**src/hw/rtl/sca_pkg.sv**
```systemverilog
// Shared types and constants for the sparse coordinate-list matrix adder.
// No dependencies; every other file of the block imports this package.
`default_nettype none

package sca_pkg;

	localparam int ROW_W      = 16;
	localparam int COL_W      = 16;
	localparam int VAL_W      = 32;
	localparam int OP_W       = 2;
	localparam int CFG_IDX_W  = 2;
	localparam int CFG_DATA_W = 16;

	// Request operation codes.
	localparam logic [OP_W-1:0] OP_LOAD_A = 2'd0;
	localparam logic [OP_W-1:0] OP_LOAD_B = 2'd1;
	localparam logic [OP_W-1:0] OP_RUN    = 2'd2;

	// Configuration register indexes.
	localparam logic [CFG_IDX_W-1:0] REG_A_ROWS = 2'd0;
	localparam logic [CFG_IDX_W-1:0] REG_A_COLS = 2'd1;
	localparam logic [CFG_IDX_W-1:0] REG_B_ROWS = 2'd2;
	localparam logic [CFG_IDX_W-1:0] REG_B_COLS = 2'd3;

	// One stored list entry, 64 bits.
	typedef struct packed {
		logic [ROW_W-1:0] row;
		logic [COL_W-1:0] col;
		logic [VAL_W-1:0] value;
	} term_t;

	// Decision of one merge step.
	typedef struct packed {
		logic  take_a;
		logic  take_b;
		term_t term;
	} pick_t;

endpackage

`default_nettype wire

```
**src/hw/rtl/sca_ifs.sv**
```systemverilog
// Handshake channels of the sparse matrix adder: request and result.
// Depends on sca_pkg for the field widths.
`default_nettype none

interface sca_cmd_if;
	import sca_pkg::*;
	logic                    valid;
	logic                    ready;
	logic [OP_W-1:0]         op;
	logic [ROW_W-1:0]        row;
	logic [COL_W-1:0]        col;
	logic signed [VAL_W-1:0] value;

	modport source (output valid, op, row, col, value, input ready);
	modport sink   (input valid, op, row, col, value, output ready);
endinterface

interface sca_rsp_if;
	import sca_pkg::*;
	logic                    valid;
	logic                    ready;
	logic [ROW_W-1:0]        out_row;
	logic [COL_W-1:0]        out_col;
	logic signed [VAL_W-1:0] out_value;
	logic                    has_entry;
	logic                    last;

	modport source (output valid, out_row, out_col, out_value, has_entry, last, input ready);
	modport sink   (input valid, out_row, out_col, out_value, has_entry, last, output ready);
endinterface

`default_nettype wire

```
**src/hw/rtl/sca_pick.sv**
```systemverilog
// Merge step decision: compares the two list heads in row-major order.
// Depends on sca_pkg for term_t and pick_t.
`default_nettype none

module sca_pick (
	input  logic           a_avail,
	input  logic           b_avail,
	input  sca_pkg::term_t head_a,
	input  sca_pkg::term_t head_b,
	output sca_pkg::pick_t pick
);
	import sca_pkg::*;

	logic [ROW_W+COL_W-1:0] key_a;
	logic [ROW_W+COL_W-1:0] key_b;
	logic                   a_first;
	logic                   b_first;
	logic                   both;

	assign key_a = {head_a.row, head_a.col};
	assign key_b = {head_b.row, head_b.col};

	assign a_first = a_avail && (!b_avail || (key_a < key_b));
	assign b_first = b_avail && (!a_avail || (key_b < key_a));
	assign both    = a_avail && b_avail && (key_a == key_b);

	always_comb begin
		pick.take_a = a_first || both;
		pick.take_b = b_first || both;
		if (both) begin
			pick.term       = head_a;
			pick.term.value = head_a.value + head_b.value;
		end else if (a_first) begin
			pick.term = head_a;
		end else if (b_first) begin
			pick.term = head_b;
		end else begin
			pick.term = '0;
		end
	end

endmodule

`default_nettype wire

```
**src/hw/rtl/sparse_coo_matrix_add.sv**
```systemverilog
// Sparse matrix addition over two coordinate lists (row, column, value).
// Depends on sca_pkg, the channel interfaces in sca_ifs.sv and sca_pick.
//
// Usage: requests arrive on cmd. A request with op load A or load B appends
// one entry to the matching list (up to MAX_TERMS entries each; loads into a
// full list are dropped). Loads are taken one per cycle while no run is
// in progress, and give no result. A run request merges the two lists in
// row-major order onto rsp, one result per merged entry, with last set on
// the final one. Equal positions are summed with 32-bit wrap. If the
// configured dimensions of A and B differ, list A is sent unchanged. A run
// with nothing to send gives a single result with has_entry low. Both lists
// are empty after a run. Each merge step is registered in the result
// register, one result per cycle while rsp is ready; cmd is not ready during
// a run. The rate is set by the single read port of each list memory, which
// delivers one head per cycle. When rsp stalls, the merge holds in place and
// the result register keeps its value. Reset clears both counts and the
// result valid, and sets all four dimension registers to 1. Configuration
// is written through cfg_wr_en, cfg_index and cfg_data; the user must do so
// only while no run is in progress, which the block itself does not enforce.
`default_nettype none

module sparse_coo_matrix_add #(
	parameter int MAX_TERMS = 32
) (
	input  logic                             clk,
	input  logic                             arst_n,
	sca_cmd_if.sink                          cmd,
	sca_rsp_if.source                        rsp,
	input  logic                             cfg_wr_en,
	input  logic [sca_pkg::CFG_IDX_W-1:0]    cfg_index,
	input  logic [sca_pkg::CFG_DATA_W-1:0]   cfg_data
);
	import sca_pkg::*;

	localparam int AW = (MAX_TERMS > 1) ? $clog2(MAX_TERMS) : 1;
	localparam int CW = $clog2(MAX_TERMS + 1);
	localparam logic [CW-1:0] FULL = CW'(MAX_TERMS);

	typedef enum logic {ST_IDLE, ST_MERGE} state_t;

	// Dimension registers.
	logic [CFG_DATA_W-1:0] a_rows_q;
	logic [CFG_DATA_W-1:0] a_cols_q;
	logic [CFG_DATA_W-1:0] b_rows_q;
	logic [CFG_DATA_W-1:0] b_cols_q;

	// The two list memories, each with one write and one registered read port.
	term_t mem_a [MAX_TERMS];
	term_t mem_b [MAX_TERMS];
	term_t rd_a_q;
	term_t rd_b_q;

	state_t         state_q;
	logic [CW-1:0]  count_a_q;
	logic [CW-1:0]  count_b_q;
	logic [CW-1:0]  idx_a_q;
	logic [CW-1:0]  idx_b_q;
	logic           mism_q;
	logic           rsp_valid_q;
	term_t          rsp_term_q;
	logic           rsp_has_q;
	logic           rsp_last_q;

	logic           cmd_acc;
	logic           load_a;
	logic           load_b;
	logic           run_acc;
	logic           slot_free;
	logic           a_avail;
	logic           b_avail;
	logic           emit;
	logic           is_last;
	logic [CW-1:0]  idx_a_nx;
	logic [CW-1:0]  idx_b_nx;
	term_t          load_term;
	pick_t          pick;

	assign cmd.ready = (state_q == ST_IDLE);
	assign cmd_acc   = cmd.valid && cmd.ready;
	assign load_a    = cmd_acc && (cmd.op == OP_LOAD_A) && (count_a_q != FULL);
	assign load_b    = cmd_acc && (cmd.op == OP_LOAD_B) && (count_b_q != FULL);
	assign run_acc   = cmd_acc && (cmd.op == OP_RUN);

	assign load_term.row   = cmd.row;
	assign load_term.col   = cmd.col;
	assign load_term.value = cmd.value;

	// A list head is live while its index is below the count. Under a
	// dimension mismatch list B is treated as empty.
	assign a_avail = (idx_a_q < count_a_q);
	assign b_avail = !mism_q && (idx_b_q < count_b_q);

	sca_pick u_pick (
		.a_avail (a_avail),
		.b_avail (b_avail),
		.head_a  (rd_a_q),
		.head_b  (rd_b_q),
		.pick    (pick)
	);

	assign slot_free = !rsp_valid_q || rsp.ready;
	assign emit      = (state_q == ST_MERGE) && slot_free;

	assign idx_a_nx = idx_a_q + CW'(emit && pick.take_a);
	assign idx_b_nx = idx_b_q + CW'(emit && pick.take_b);

	// The step is final once neither list has anything left behind it. With
	// both lists empty this holds on the first step, which sends the empty
	// result.
	assign is_last = !((idx_a_nx < count_a_q) || (!mism_q && (idx_b_nx < count_b_q)));

	// The read address follows the next index, so the registered read data
	// always holds the current head. Indexes sit at zero while idle, which
	// primes entry zero for the start of a run.
	always_ff @(posedge clk) begin
		if (load_a) begin
			mem_a[count_a_q[AW-1:0]] <= load_term;
		end
		if (load_b) begin
			mem_b[count_b_q[AW-1:0]] <= load_term;
		end
		rd_a_q <= mem_a[idx_a_nx[AW-1:0]];
		rd_b_q <= mem_b[idx_b_nx[AW-1:0]];
	end

	always_ff @(posedge clk or negedge arst_n) begin
		if (!arst_n) begin
			a_rows_q <= CFG_DATA_W'(1);
			a_cols_q <= CFG_DATA_W'(1);
			b_rows_q <= CFG_DATA_W'(1);
			b_cols_q <= CFG_DATA_W'(1);
		end else if (cfg_wr_en) begin
			unique case (cfg_index)
				REG_A_ROWS: a_rows_q <= cfg_data;
				REG_A_COLS: a_cols_q <= cfg_data;
				REG_B_ROWS: b_rows_q <= cfg_data;
				REG_B_COLS: b_cols_q <= cfg_data;
				default: ;
			endcase
		end
	end

	// Control state and the result register.
	always_ff @(posedge clk or negedge arst_n) begin
		if (!arst_n) begin
			state_q     <= ST_IDLE;
			count_a_q   <= '0;
			count_b_q   <= '0;
			idx_a_q     <= '0;
			idx_b_q     <= '0;
			mism_q      <= 1'b0;
			rsp_valid_q <= 1'b0;
			rsp_term_q  <= '0;
			rsp_has_q   <= 1'b0;
			rsp_last_q  <= 1'b0;
		end else begin
			if (emit) begin
				rsp_valid_q <= 1'b1;
			end else if (rsp.ready) begin
				rsp_valid_q <= 1'b0;
			end
			unique case (state_q)
				ST_IDLE: begin
					if (load_a) begin
						count_a_q <= count_a_q + CW'(1);
					end
					if (load_b) begin
						count_b_q <= count_b_q + CW'(1);
					end
					if (run_acc) begin
						mism_q  <= (a_rows_q != b_rows_q) || (a_cols_q != b_cols_q);
						state_q <= ST_MERGE;
					end
				end
				ST_MERGE: begin
					if (emit) begin
						rsp_term_q <= pick.term;
						rsp_has_q  <= pick.take_a || pick.take_b;
						rsp_last_q <= is_last;
						if (is_last) begin
							state_q   <= ST_IDLE;
							count_a_q <= '0;
							count_b_q <= '0;
							idx_a_q   <= '0;
							idx_b_q   <= '0;
						end else begin
							idx_a_q <= idx_a_nx;
							idx_b_q <= idx_b_nx;
						end
					end
				end
				default: state_q <= ST_IDLE;
			endcase
		end
	end

	assign rsp.valid     = rsp_valid_q;
	assign rsp.out_row   = rsp_term_q.row;
	assign rsp.out_col   = rsp_term_q.col;
	assign rsp.out_value = rsp_term_q.value;
	assign rsp.has_entry = rsp_has_q;
	assign rsp.last      = rsp_last_q;

	// The lists never hold more than their capacity.
	assert property (@(posedge clk) disable iff (!arst_n)
		(count_a_q <= FULL) && (count_b_q <= FULL))
		else $error("list count beyond capacity");

	// A merge step with a live head always consumes at least one head.
	assert property (@(posedge clk) disable iff (!arst_n)
		((state_q == ST_MERGE) && (a_avail || b_avail)) |-> (pick.take_a || pick.take_b))
		else $error("merge step consumed no head");

	// The final result of a run leaves both lists empty and the block idle.
	assert property (@(posedge clk) disable iff (!arst_n)
		(emit && is_last) |=> ((state_q == ST_IDLE) && (count_a_q == '0) &&
		(count_b_q == '0) && rsp_last_q))
		else $error("run did not finish cleanly");

	// Merge indexes never pass the counts.
	assert property (@(posedge clk) disable iff (!arst_n)
		(state_q == ST_MERGE) |-> ((idx_a_q <= count_a_q) && (idx_b_q <= count_b_q)))
		else $error("merge index beyond list count");

endmodule

`default_nettype wire
```
**src/flat_wrapper.sv**
```systemverilog
// flat-port wrapper written by rule: the top's interface ports become plain ports
module sparse_coo_matrix_add_flat import sca_pkg::*;
#(
	parameter int MAX_TERMS = 32
)
  (clk, arst_n, cfg_wr_en, cfg_index, cfg_data, cmd_valid, cmd_op, cmd_row, cmd_col, cmd_value, cmd_ready, rsp_valid, rsp_out_row, rsp_out_col, rsp_out_value, rsp_has_entry, rsp_last, rsp_ready);
  sca_cmd_if cmd_i ();
  sca_rsp_if rsp_i ();
  input  logic clk;
  input  logic arst_n;
  input  logic cfg_wr_en;
  input  logic [sca_pkg::CFG_IDX_W-1:0] cfg_index;
  input  logic [sca_pkg::CFG_DATA_W-1:0] cfg_data;
  input wire logic [$bits(cmd_i.valid)-1:0] cmd_valid;
  input wire logic [$bits(cmd_i.op)-1:0] cmd_op;
  input wire logic [$bits(cmd_i.row)-1:0] cmd_row;
  input wire logic [$bits(cmd_i.col)-1:0] cmd_col;
  input wire logic [$bits(cmd_i.value)-1:0] cmd_value;
  output wire logic [$bits(cmd_i.ready)-1:0] cmd_ready;
  output wire logic [$bits(rsp_i.valid)-1:0] rsp_valid;
  output wire logic [$bits(rsp_i.out_row)-1:0] rsp_out_row;
  output wire logic [$bits(rsp_i.out_col)-1:0] rsp_out_col;
  output wire logic [$bits(rsp_i.out_value)-1:0] rsp_out_value;
  output wire logic [$bits(rsp_i.has_entry)-1:0] rsp_has_entry;
  output wire logic [$bits(rsp_i.last)-1:0] rsp_last;
  input wire logic [$bits(rsp_i.ready)-1:0] rsp_ready;
  assign cmd_i.valid = cmd_valid;
  assign cmd_i.op = cmd_op;
  assign cmd_i.row = cmd_row;
  assign cmd_i.col = cmd_col;
  assign cmd_i.value = cmd_value;
  assign cmd_ready = cmd_i.ready;
  assign rsp_valid = rsp_i.valid;
  assign rsp_out_row = rsp_i.out_row;
  assign rsp_out_col = rsp_i.out_col;
  assign rsp_out_value = rsp_i.out_value;
  assign rsp_has_entry = rsp_i.has_entry;
  assign rsp_last = rsp_i.last;
  assign rsp_i.ready = rsp_ready;
  sparse_coo_matrix_add #(.MAX_TERMS(MAX_TERMS)) u_core (.clk(clk), .arst_n(arst_n), .cmd(cmd_i), .rsp(rsp_i), .cfg_wr_en(cfg_wr_en), .cfg_index(cfg_index), .cfg_data(cfg_data));
endmodule
```
**config.mk**
```make
export PLATFORM = sky130hd
export DESIGN_NAME = sparse_coo_matrix_add_flat
export DESIGN_NICKNAME = d
export VERILOG_FILES = /design/src/hw/rtl/sca_pkg.sv /design/src/hw/rtl/sca_ifs.sv /design/src/hw/rtl/sca_pick.sv /design/src/hw/rtl/sparse_coo_matrix_add.sv /design/src/flat_wrapper.sv
export SDC_FILE = /design/constraint.sdc
export NUM_CORES = 2
export LEC_CHECK = 0
export BUFFER_PORTS_ARGS = -buffer_cell sky130_fd_sc_hd__buf_2
export CORE_MARGIN = 2
export CORE_UTILIZATION = 35
export DETAILED_ROUTE_END_ITERATION = 12
export GPL_ROUTABILITY_DRIVEN = 0
export MAX_ROUTING_LAYER = met4
export SETUP_SLACK_MARGIN = 0.2
export SLEW_MARGIN = 40
export SYNTH_ARGS = -nofsm -noshare
export SYNTH_HDL_FRONTEND = slang
export SYNTH_SLANG_ARGS = --single-unit
```
**constraint.sdc**
```tcl
create_clock -name clk -period 10.1 [get_ports clk]
set_input_delay 0.505 -clock clk [delete_from_list [all_inputs] [get_ports clk]]
set_output_delay 0.505 -clock clk [all_outputs]
set_load 0.02 [all_outputs]
```
==> summary.txt <==
Status
  • Status: finished clean

Finish
  • Most frequent cells in the layout: 4096 x edfxtp_1, 1280 x mux4_2, 475 x nand2_1
  • Register area: 129000 um2
  • Layout area overhead: 15.3%
  • Multi-input gate area: 37300 um2
  • Commonest non-fill, non-tap cell in the layout: edfxtp_1
  • Fill cells: 41300
  • Share of cells above drive strength 1: 0.299
  • Final Util: 0.405
  • Nets@finish: 8078

STA
  • Total Neg Setup Slack: 0 ns
  • Count of final setup violators: 0
  • Slew margin rel.: 0.378
  • Final min period: 7.01 ns
  • Achievable Freq: 0.143 GHz
  • Slew Limit Fails: 0
  • Hold Vio Cnt, Final: 0
  • Final period util: 0.694
  • Worst-Margin Slew: 0.931 ns
  • RSZ-0062 raised after global routing: no
  • Hold WS: 0.0144 ns
  • Worst Skew: 0.0993 ns

GRT
  • Vias in the first global route: 82300
  • Largest net degree at the start of global routing: 98
  • Final global-route overflow total: 0
  • First-pass GRT wire length: 653 mm
  • Antenna violations before repair: 41
  • GRT Total Usage: 0.196

Worst setup path
  • CP Data Arrival Time: 7.81 ns
  • Critical path class: register to register
  • Worst Path Required: 10.89 ns
  • Crit. End Element: register
  • Cell class contributing the biggest share of worst-path delay: simple AND/OR/NAND/NOR gates
  • Crit-path slowest cell: ha_4
  • Crit-path cells: inv_1, ha_1, nand4_1, or4_4, nor3_2, and2_1, nand2_1, a31oi_1, ha_4, ha_4, buf_4, buf_12, buf_16, mux4_2, mux4_2, nand2_1, nand2_1
  • CP bufs+invs: 4
  • Crit-path max FO: 74
  • CP Launch Type: register
  • Most Frequent Cell on Critical Path: nand2_1
  • CP max stage delay: 0.60 ns

CTS
  • CTS hold repair buffers: 64
  • Root buf cell: clkbuf_16
  • # clock sinks: 4381
  • Worst-skew pair later-pin latency: 1.03 ns
  • Reg clk slew, reported paths: 0.07 ns
  • CTS tree: done
  • Post-CTS Resized: 0
  • Num CTS Buffers: 428
  • CTS Buffer Depth: 4
  • Post CTS Setup Buffer Count: 0
  • Maximum level of the CTS H-tree: 5

Hold path
  • Min-Delay Path Class: input pin to register

Flow run
  • Max-Cap Viols: 0

Synth
  • Register area share after synthesis: 0.772
  • Warnings from Yosys: 0
  • Post-synth EDFFs: 4096
  • Post-synth net total: 7547
  • Synth Area per Inst: 22.8 um2
  • Prevailing post-synth register cell: edfxtp_1
  • Netlist Area Pre-Place: 168000 um2
  • Asr flop ratio synth: 0.0358
  • Number of distinct library cells after synthesis: 69
  • Post-synthesis register bit count: 4381
  • Post-Synthesis Cells: 7361

Drt
  • Initial DRC count: 10600
  • Final wirelength: 470 mm
  • Vias: 82100
  • Via/cell ratio: 5.59
  • DRT antenna net count: 0
  • Routed len/inst: 32.0 um
  • DRT Pass-1 Iters: 6
  • DRC: 0

Die
  • Core ar.: 478000 um2
  • Chip Height: 696 um
  • Die area: 485000 um2
  • Top Ports: 157
  • Initial Utilization: 0.351
  • Die width: 696 um
  • Row cnt: 254

Power and ir drop
  • LEAKAGE: 0.0597 uW
  • IR drop worst, VDD: 0.254 mV
  • Total power: 49400 uW
  • PwrDens: 256 nW/um2

Placed design
  • Detailed Place HPWL: 252 mm
  • IO Port Bufs: 156
==> logic make-up (layout without fill, tap and decap cells) <==
group           count (synthesis)  count (layout)  synth area share
compound gates                282             282            0.0116
xor+xnor                       70              70           0.00366
fa+ha+maj                      97              97           0.00728
buf+inv                       413            1317           0.00964
flops                        4381            4381             0.772
mux                          1347            1347             0.176
other cells                     0              18                 0
simple gates                  771             771            0.0189
==> stage by stage <==
step | setup WS [ns] | cell area (um2) | std cells
6_report | 3.09 | 193000 | 14700
5_1_grt | 2.97 | 193000 | 14700
3_3_place_gp | 3.24 | 178000 | 13800
4_1_cts | 3.18 | 193000 | 14700
3_5_place_dp | 3.20 | 179000 | 13800
2_1_floorplan | 4.81 | 168000 | 7361
==> power by group <==
part | total [uW] | switching [uW] | leakage, uW | internal [uW]
registers | 21100 | 614 | 0.0398 | 20400
clock network | 15800 | 6880 | 0.00677 | 8920
logic | 12600 | 6560 | 0.0132 | 6010
total | 49400 | 14000 | 0.0597 | 35400
==> worst paths after layout <==
check / start / to / slack (ns) / cells past startpoint
max: u_core.rd_a_q[55] / u_core.rd_b_q[41] / 3.09 / 17
min: cmd_value[11] / u_core.mem_b[22][11] / 0.01 / 1
max reg2reg: u_core.rd_a_q[55] / u_core.rd_b_q[41] / 3.09 / 17
min reg2reg: u_core.rd_b_q[11] / u_core.rsp.out_value[11] / 0.48 / 2
max in group asynchronous: arst_n / u_core.rsp.out_col[5] / 8.09 / 5
min in group asynchronous: arst_n / u_core.b_cols_q[8] / 0.56 / 3
==> layout make-up <==
cell class	count	area share
Antenna cell	18	0.000233
Clock buffer	564	0.0599
Clock inverter	239	0.0118
Inverter	55	0.00109
Multi-Input combinational cell	2567	0.193
Sequential cell	4381	0.670
Tap cell	6400	0.0414
Timing Repair Buffer	459	0.0227
==> layer usage <==
metal	part of all wire	vias to the layer above	global-route usage
met5	0	-	-
met4	0.026	0	0.0490
met3	0.093	719	0.0376
met2	0.48	4127	0.308
met1	0.40	45200	0.264
li1	-	32100	-
==> flip-flops by register name (all words and copies together) (netlist names) <==
register,count
u_core.rsp.has_entry,1
u_core.rd_b_q,64
u_core.rsp.out_value,32
u_core.a_rows_q,16
u_core.rsp.valid,1
u_core.mem_b,2048
u_core.idx_b_q,6
u_core.rd_a_q,64
u_core.state_q,1
u_core.idx_a_q,6
u_core.mem_a,2048
u_core.rsp.out_col,16
u_core.count_b_q,6
u_core.rsp.last,1
u_core.b_rows_q,16
u_core.a_cols_q,16
u_core.count_a_q,6
u_core.b_cols_q,16
u_core.rsp.out_row,16
u_core.mism_q,1
==> synth_stat cells, types with 5 or more instances <==
| cell | n | area [um2] |
|---|---|---|
| buf_2 | 28 | 140 |
| ha_1 | 96 | 1200 |
| clkbuf_1 | 221 | 830 |
| and3_1 | 9 | 56.3 |
| edfxtp_1 | 4096 | 123000 |
| a21o_1 | 20 | 150 |
| nand3_1 | 30 | 150 |
| nor4_1 | 9 | 56.3 |
| inv_1 | 55 | 206 |
| a31oi_1 | 18 | 113 |
| nor2_1 | 184 | 691 |
| mux4_2 | 1280 | 28800 |
| nand4_1 | 16 | 100 |
| mux2_2 | 65 | 732 |
| a22o_1 | 7 | 61.3 |
| xnor2_1 | 22 | 193 |
| a21oi_1 | 57 | 285 |
| a221o_1 | 7 | 70.1 |
| a211oi_1 | 10 | 75.1 |
| a221oi_1 | 37 | 324 |
| nand2_1 | 477 | 1790 |
| buf_1 | 104 | 390 |
| o21a_1 | 15 | 113 |
| dfxtp_1 | 128 | 2560 |
| o31ai_1 | 7 | 52.6 |
| dfrtp_1 | 153 | 3830 |
| nor3_1 | 7 | 35.0 |
| xor2_1 | 48 | 420 |
| o21ai_0 | 52 | 260 |
| or3_1 | 5 | 31.3 |
| nand2b_1 | 5 | 31.3 |
| o211ai_1 | 7 | 52.6 |
| a22oi_1 | 16 | 120 |
No activity file was read; power rests on OpenSTA's default activity.
